## src/design/ipcm_pkg.sv

```systemverilog
// Package for the IP exact-address and CIDR network match table.
// Holds table sizes, action and status codes, controller types and the prefix mask.
// Depends on nothing; every module of the block imports it.
`default_nettype none

package ipcm_pkg;

    localparam int EXACT_DEPTH = 64;
    localparam int NET_DEPTH   = 64;
    localparam int EX_AW       = $clog2(EXACT_DEPTH);
    localparam int NET_AW      = $clog2(NET_DEPTH);
    localparam int EX_CW       = $clog2(EXACT_DEPTH + 1);
    localparam int NET_CW      = $clog2(NET_DEPTH + 1);
    localparam int SCAN_W      = (EX_CW > NET_CW) ? EX_CW : NET_CW;
    localparam logic [7:0] V4_MAX_BITS = 8'd32;
    localparam logic [7:0] V6_MAX_BITS = 8'd128;

    typedef enum logic [1:0] {
        ACT_CLEAR = 2'd0,
        ACT_EXACT = 2'd1,
        ACT_NET   = 2'd2,
        ACT_MATCH = 2'd3
    } action_t;

    typedef enum logic [1:0] {
        ST_OK     = 2'd0,
        ST_PREFIX = 2'd1,
        ST_FULL   = 2'd2
    } status_t;

    typedef enum logic [1:0] {
        S_IDLE,
        S_SCAN,
        S_FINISH
    } ctrl_state_t;

    typedef struct packed {
        logic load;
        logic scan;
        logic finish;
    } dp_cmd_t;

    typedef struct packed {
        logic scan_done;
        logic out_free;
    } dp_sts_t;

    function automatic logic [127:0] prefix_mask(input logic [7:0] plen);
        logic [127:0] m;
        m = ~({128{1'b1}} >> plen);
        return m;
    endfunction

endpackage

`default_nettype wire

```

## src/design/ipcm_ctrl.sv

```systemverilog
// Controller state machine for the match table: accept, scan, finish.
// Depends on ipcm_pkg; drives the datapath through dp_cmd_t and reads dp_sts_t.
`default_nettype none

module ipcm_ctrl
    import ipcm_pkg::*;
(
    input  wire logic clk,
    input  wire logic rst_n,
    input  wire logic in_valid,
    output logic      in_stall,
    input  dp_sts_t   sts,
    output dp_cmd_t   cmd
);

    ctrl_state_t state_reg;
    ctrl_state_t state_next;

    always_ff @(posedge clk or negedge rst_n)
    begin
        if (!rst_n)
        begin
            state_reg <= S_IDLE;
        end
        else
        begin
            state_reg <= state_next;
        end
    end

    always_comb
    begin
        state_next = state_reg;
        case (state_reg)
            S_IDLE:
            begin
                if (in_valid)
                begin
                    state_next = S_SCAN;
                end
            end
            S_SCAN:
            begin
                if (sts.scan_done)
                begin
                    state_next = S_FINISH;
                end
            end
            S_FINISH:
            begin
                if (sts.out_free)
                begin
                    state_next = S_IDLE;
                end
            end
            default:
            begin
                state_next = S_IDLE;
            end
        endcase
    end

    always_comb
    begin
        in_stall   = 1'b1;
        cmd        = '0;
        case (state_reg)
            S_IDLE:
            begin
                in_stall = 1'b0;
                cmd.load = in_valid;
            end
            S_SCAN:
            begin
                cmd.scan = 1'b1;
            end
            S_FINISH:
            begin
                cmd.finish = sts.out_free;
            end
            default:
            begin
                in_stall = 1'b1;
            end
        endcase
    end

endmodule

`default_nettype wire

```

## config.mk

```make
export PLATFORM = sky130hd
export DESIGN_NAME = ipcm_ctrl
export DESIGN_NICKNAME = d
export VERILOG_FILES = /design/src/design/ipcm_pkg.sv /design/src/design/ipcm_ctrl.sv
export SDC_FILE = /design/constraint.sdc
export NUM_CORES = 1
export LEC_CHECK = 0
export BUFFER_PORTS_ARGS = -buffer_cell sky130_fd_sc_hd__buf_2
export CELL_PAD_IN_SITES_DETAIL_PLACEMENT = 1
export CELL_PAD_IN_SITES_GLOBAL_PLACEMENT = 1
export CORE_AREA = 2 2 39 41
export DETAILED_ROUTE_END_ITERATION = 7
export DIE_AREA = 0 0 41 43
export PLACE_DENSITY = 0.37
export SETUP_SLACK_MARGIN = 0.15
export SYNTH_ARGS = -nofsm -noshare
export SYNTH_HDL_FRONTEND = slang
export SYNTH_SLANG_ARGS = --single-unit
```

## constraint.sdc

```tcl
create_clock -name clk -period 0.9 [get_ports clk]
set_input_delay 0.045 -clock clk [delete_from_list [all_inputs] [get_ports clk]]
set_output_delay 0.045 -clock clk [all_outputs]
set_load 0.02 [all_outputs]
```

==> results of run 1 <==
-- stage by stage --
stage          power (mW)  cell area, um2  utilization  setup slack [ns]  hold WS (ns)
2_1_floorplan       0.487             130            -            0.0169        -0.251
3_3_place_gp        0.583             190        0.137           -0.0192        -0.166
3_5_place_dp        0.597             190        0.137           -0.0353        -0.166
4_1_cts             0.974             262        0.189            -0.242        0.0614
5_1_grt              1.06             265        0.192            -0.287        0.0602
6_report            0.979             265        0.192            -0.235        0.0664
-- kinds of logic after synthesis --
logic type	after synthesis	share of synthesized area
compound gates	2	0.116
flops	2	0.421
buf+inv	2	0.0947
simple gates	7	0.368
-- power groups by stage --
stage	logic, mW	clock network, mW	registers (mW)
after detailed placement	0.415	0	0.182
final	0.597	0.202	0.180
after CTS	0.585	0.215	0.174
after global placement	0.403	0	0.179
after global routing	0.646	0.226	0.187
after floorplan	0.312	0	0.174
-- final timing paths --
path	endpoint	slack (ns)
worst min register to register	state_reg[0]	0.50
worst min-delay path	state_reg[1]	0.07
worst max register to register	state_reg[1]	-0.11
max in group asynchronous	state_reg[0]	0.67
worst max-delay path	cmd[2]	-0.24
min in group asynchronous	state_reg[1]	0.13
-- routing by layer --
layer	vias up	wire (um)	GRT usage
met4	0	11	0.0600
met3	2	53	0.0628
met5	-	0	0
met1	67	171	0.0677
li1	69	-	-
met2	11	154	0.0719
-- layout make-up --
class / instances / area (um2)
fillers: 163 / 1120
repair buffers: 12 / 95.1
multi-input cells: 9 / 73.8
flip-flops and latches: 2 / 50.0
clock buffers: 3 / 22.5
well taps: 16 / 20.0
inverters: 1 / 3.75
-- cell usage after synthesis --
cell type	count
nor2_1	2
dfrtp_1	2
nand2b_1	2
buf_4	1
inv_1	1
a21oi_1	1
or2_1	1
nor2b_2	1
a22o_1	1
and3b_1	1
-- critical path, stage by stage (launching register included) --
cell	delay, ns
dfrtp_1	0.40
or2_4	0.27
nor2_4	0.08
buf_6	0.11
-- repair_timing --
item | CTS | global route
hold buffers | 1 | 0
hold endpoints to repair | 2 | 0
buffers inserted | 2 | 0
pin swaps | 2 | 0
setup endpoints to repair | 6 | 6
resized for setup | 7 | 1
==> metrics.yaml, run 1 <==
via_per_inst: 3.47
die_area_mm2: 0.00176
place.gp.congestion: 0.566
worstPathArrival_ns: 1.09
ant_nets: 0
maxSlewViolCount: 0
io_pins: 9
timing.final.ws_setup_ns: -0.235
synth_area_leaders: "dfrtp_1, nand2b_1, a22o_1"
antenna_found_initial: 0
hold_viol_final: 0
grt_first_pass_wirelength_um: 676
intPower_uw: 613
fmax_ghz: 0.881
skew_ns: 0.00158
cts_tree: "built"
die_w_um: 41
dr.pass1.iters: 2
wl_per_cell_um: 9.09
startpoint: "state_reg[0]"
grt_max_degree: 5
synth_area_per_cell_um2: 9.14
ir_worst_vdd_mv: 0.994
hold_path_depth: 2
end_kind: "primary output"
wl_um: 391
htreeDepth: 1
drc: 0
ys_seq_area_frac: 0.421
largest_reg_flops: 2
grt_overflow_total: 0
worstSetupPathType: "flip-flop to primary output"
fin_nets: 34
drive_above_1_share: 0.667
num_vias: 149
drtIter0Drc: 1
finalSetupTns_ns: -0.851
synth.largest_area_cell: "dfrtp_1"
hp-start: "sts[1]"
p_sw_frac: 0.374
switching_power_uw: 366
cp-start-kind: "flip-flop"
yosys_warnings: 0
fin_crit_ns: 1.14
final_cells: 43
worst_slew_pin_slew_ns: 0.151
p_per_area_mw_per_mm2: 3690
cts_buffers: 3
hold_path_class: "input port to flip-flop"
slew-limit-headroom: 0.899
path_clk_slew_ns: 0.03
cp_max_fo: 4
p_clk_frac: 0.207
root_buffer: "clkbuf_4"
cts_max_path_buffers: 2
maxCapViolCount: 0
required_ns: 0.85
synthToLayoutAreaGrowth_pct: 123
worstRegToRegCells: 3
syn_nets: 18
final_common_cell: "buf_2"
cts.sinks: 2
dp_cells: 37
violations: "setup timing"
r2r-start: "state_reg[0]"
syn_area_um2: 119
layout_common_cells: "buf_2, buf_6, clkbuf_4"
pwr-share-comb: 0.610
grt_pass1_vias: 166
synth_cells: 13
fin_crit_sh: 1.26
die_h_um: 43
status: "finished with violations"
synth_top_area_frac: 0.421
seqPwrFrac: 0.183
n_antenna_cell: 0
initial_core_util: 0.0859
portBuffers: 8
grtUsageTotal: 0.0653
fp-row-count: 14
ys_ff_latch: 2
grt_setup_unrepaired: "true"
clk_latency_ns: 0.23
p_leak_nw: 0.134
setup_viol: 6
fp.coreArea_mm2: 0.00138
synth_cell_types: 10
Power figures use the tool's default switching activity.
==> run 2: changes to the inputs <==
Settings changed: CAP_MARGIN set to 10.
Clock period 0.9 ns to 1 ns, I/O delays scaled along.
==> run 2 against run 1 <==
  * The flow still finishes with violations (setup timing)
  * Total power fell by 6.4%
  * Cell count did not move
  * Die area did not move
  * Design area rose by 4.2%
  * Sequential share of layout area fell by 0.77 points
  * Clock power fell by 13%
  * Register-to-register slack improved by 0.13 ns
  * First-iteration DRC count rose to 3.0 times the previous value
  * Utilization rose by 0.81 points
  * Critical path type unchanged
  * Critical endpoint is now cmd[0]
  * Largest power group unchanged
==> metrics.yaml, run 2 (synthesis gave the netlist of run 1 again) <==
p_leak_nw: 0.140  # +4.3%
drtIter0Drc: 3  # +2
ir_worst_vdd_mv: 0.972  # -2.1%
cp_slowest_cell: "dfrtp_1"
cts.sinks: 2  # unchanged
required_ns: 0.95  # +0.10 ns
cp_max_fo: 4  # unchanged
cts_buffers: 3  # unchanged
fp-row-count: 14  # unchanged
ant_nets: 0  # unchanged
final_core_util: 0.200  # +0.00814
grt_pass1_vias: 142  # -14%
largest_reg_flops: 2  # unchanged
clk_latency_ns: 0.22  # about the same
p_per_area_mw_per_mm2: 3310  # -10%
timing.final.ws_setup_ns: -0.114  # +0.121 ns
dp_cells: 37  # unchanged
seqPwrFrac: 0.154  # -0.029
p_sw_frac: 0.366  # -0.00815
n_antenna_cell: 0  # unchanged
multi_input_area_um2: 78.8  # +6.8%
path_clk_slew_ns: 0.03  # about the same
switching_power_uw: 335  # -8.4%
pre_cts_ws_ns: 0.0660  # +0.101 ns
slew-limit-headroom: 0.919  # +0.0202
fillers: 162  # -0.61%
skew_ns: 0.00232  # +0.000736 ns
synthToLayoutAreaGrowth_pct: 133
io_pins: 9  # unchanged
die_h_um: 43  # unchanged
p_clk_frac: 0.190  # -0.017
violations: "setup timing"
place.gp.congestion: 0.556  # -1.7%
setup_viol: 4  # -2
status: "finished with violations"
grtUsageTotal: 0.0552  # -0.0101
die_area_mm2: 0.00176  # unchanged
num_vias: 151  # +1.3%
final_cells: 43  # unchanged
antenna_found_initial: 0  # unchanged
drc: 0  # unchanged
htreeDepth: 1  # unchanged
final_common_cell: "buf_6"
grt_first_pass_wirelength_um: 565  # -16%
intPower_uw: 581  # -5.2%
critPathTopFamily: "flip-flops"
finalSetupTns_ns: -0.315  # +0.536 ns
pwr-share-comb: 0.655  # +0.045
cts_max_path_buffers: 2  # unchanged
cp-start-kind: "flip-flop"
fin_crit_ns: 1.11
root_buffer: "clkbuf_4"
regArea_um2: 50.0  # unchanged
fin_area_um2: 277  # +4.2%
die_w_um: 41  # unchanged
grt_overflow_total: 0  # unchanged
maxCapViolCount: 0  # unchanged
end_kind: "primary output"
wl_um: 378  # -3.3%
worstSetupPathType: "flip-flop to primary output"
slowest_delay_ns: 0.38  # -0.02 ns
path_buf_inv: 2  # +1
portBuffers: 8  # unchanged
dpl_cell_area_um2: 189  # -0.66%
drive_above_1_share: 0.704  # +0.0370
dr.pass1.iters: 2  # unchanged
hold_path_class: "input port to flip-flop"
maxSlewViolCount: 0  # unchanged
path_cells: "buf_6 > and3b_1 > buf_6"
via_per_inst: 3.51  # +1.3%
hold_viol_final: 0  # unchanged
worstPathArrival_ns: 1.06  # -0.03 ns
grt_max_degree: 6  # +1
cts_tree: "built"
cp_common_cell: "buf_6"
fin_nets: 34  # unchanged
worst_slew_pin_slew_ns: 0.121  # -0.0308 ns
fp.coreArea_mm2: 0.00138  # unchanged
fmax_ghz: 0.898
initial_core_util: 0.0859  # unchanged
layout_common_cells: "buf_6, buf_2, clkbuf_4"
fin_crit_sh: 1.11
grt_setup_unrepaired: "true"
wl_per_cell_um: 8.79  # -3.3%
run 2: area by class of cell:
class,count,share of cell area
Multi-Input combinational cell,9,0.285
Sequential cell,2,0.181
Inverter,1,0.0136
Timing Repair Buffer,12,0.367
Tap cell,16,0.0724
Clock buffer,3,0.0814
run 2: worst paths after layout:
kind                               from  cells past startpoint            to  slack (ns)
setup reg to reg           state_reg[0]                      3  state_reg[1]        0.02
setup / recovery           state_reg[0]                      3        cmd[0]       -0.11
hold reg to reg            state_reg[1]                      2  state_reg[0]        0.54
min in group asynchronous         rst_n                      2  state_reg[0]        0.16
max in group asynchronous         rst_n                      2  state_reg[1]        0.74
hold / removal                   sts[1]                      2  state_reg[1]        0.09
run 2: stage by stage:
stage,power (mW),hold WS (ns)
final,0.917,0.0855
after global routing,0.993,0.0961
after CTS,0.816,0.0650
after detailed placement,0.530,-0.159
after global placement,0.521,-0.162
after floorplan,0.436,-0.246
run 2: power groups by stage:
stage                     registers, mW  logic [mW]  clock network (mW)
after floorplan                   0.157       0.279                   0
after global placement            0.151       0.369                   0
after detailed placement          0.154       0.376                   0
after CTS                         0.137       0.493               0.186
after global routing              0.147       0.651               0.195
final                             0.142       0.600               0.175
run 2: repair_timing:
item / in CTS / in global routing
buffers inserted: 1 / 1
pin swaps: 3 / 4
hold endpoints to repair: 2 / 0
resized for setup: 6 / 5
hold buffers: 1 / 0
endpoints found under the setup margin: 5 / 6
run 2: per-layer routing:
layer	global-route usage	up-vias	share of wire
li1	-	69	-
met4	0.0400	0	0
met3	0.0628	0	0.12
met5	0	-	0
met1	0.0643	73	0.44
met2	0.0531	9	0.44
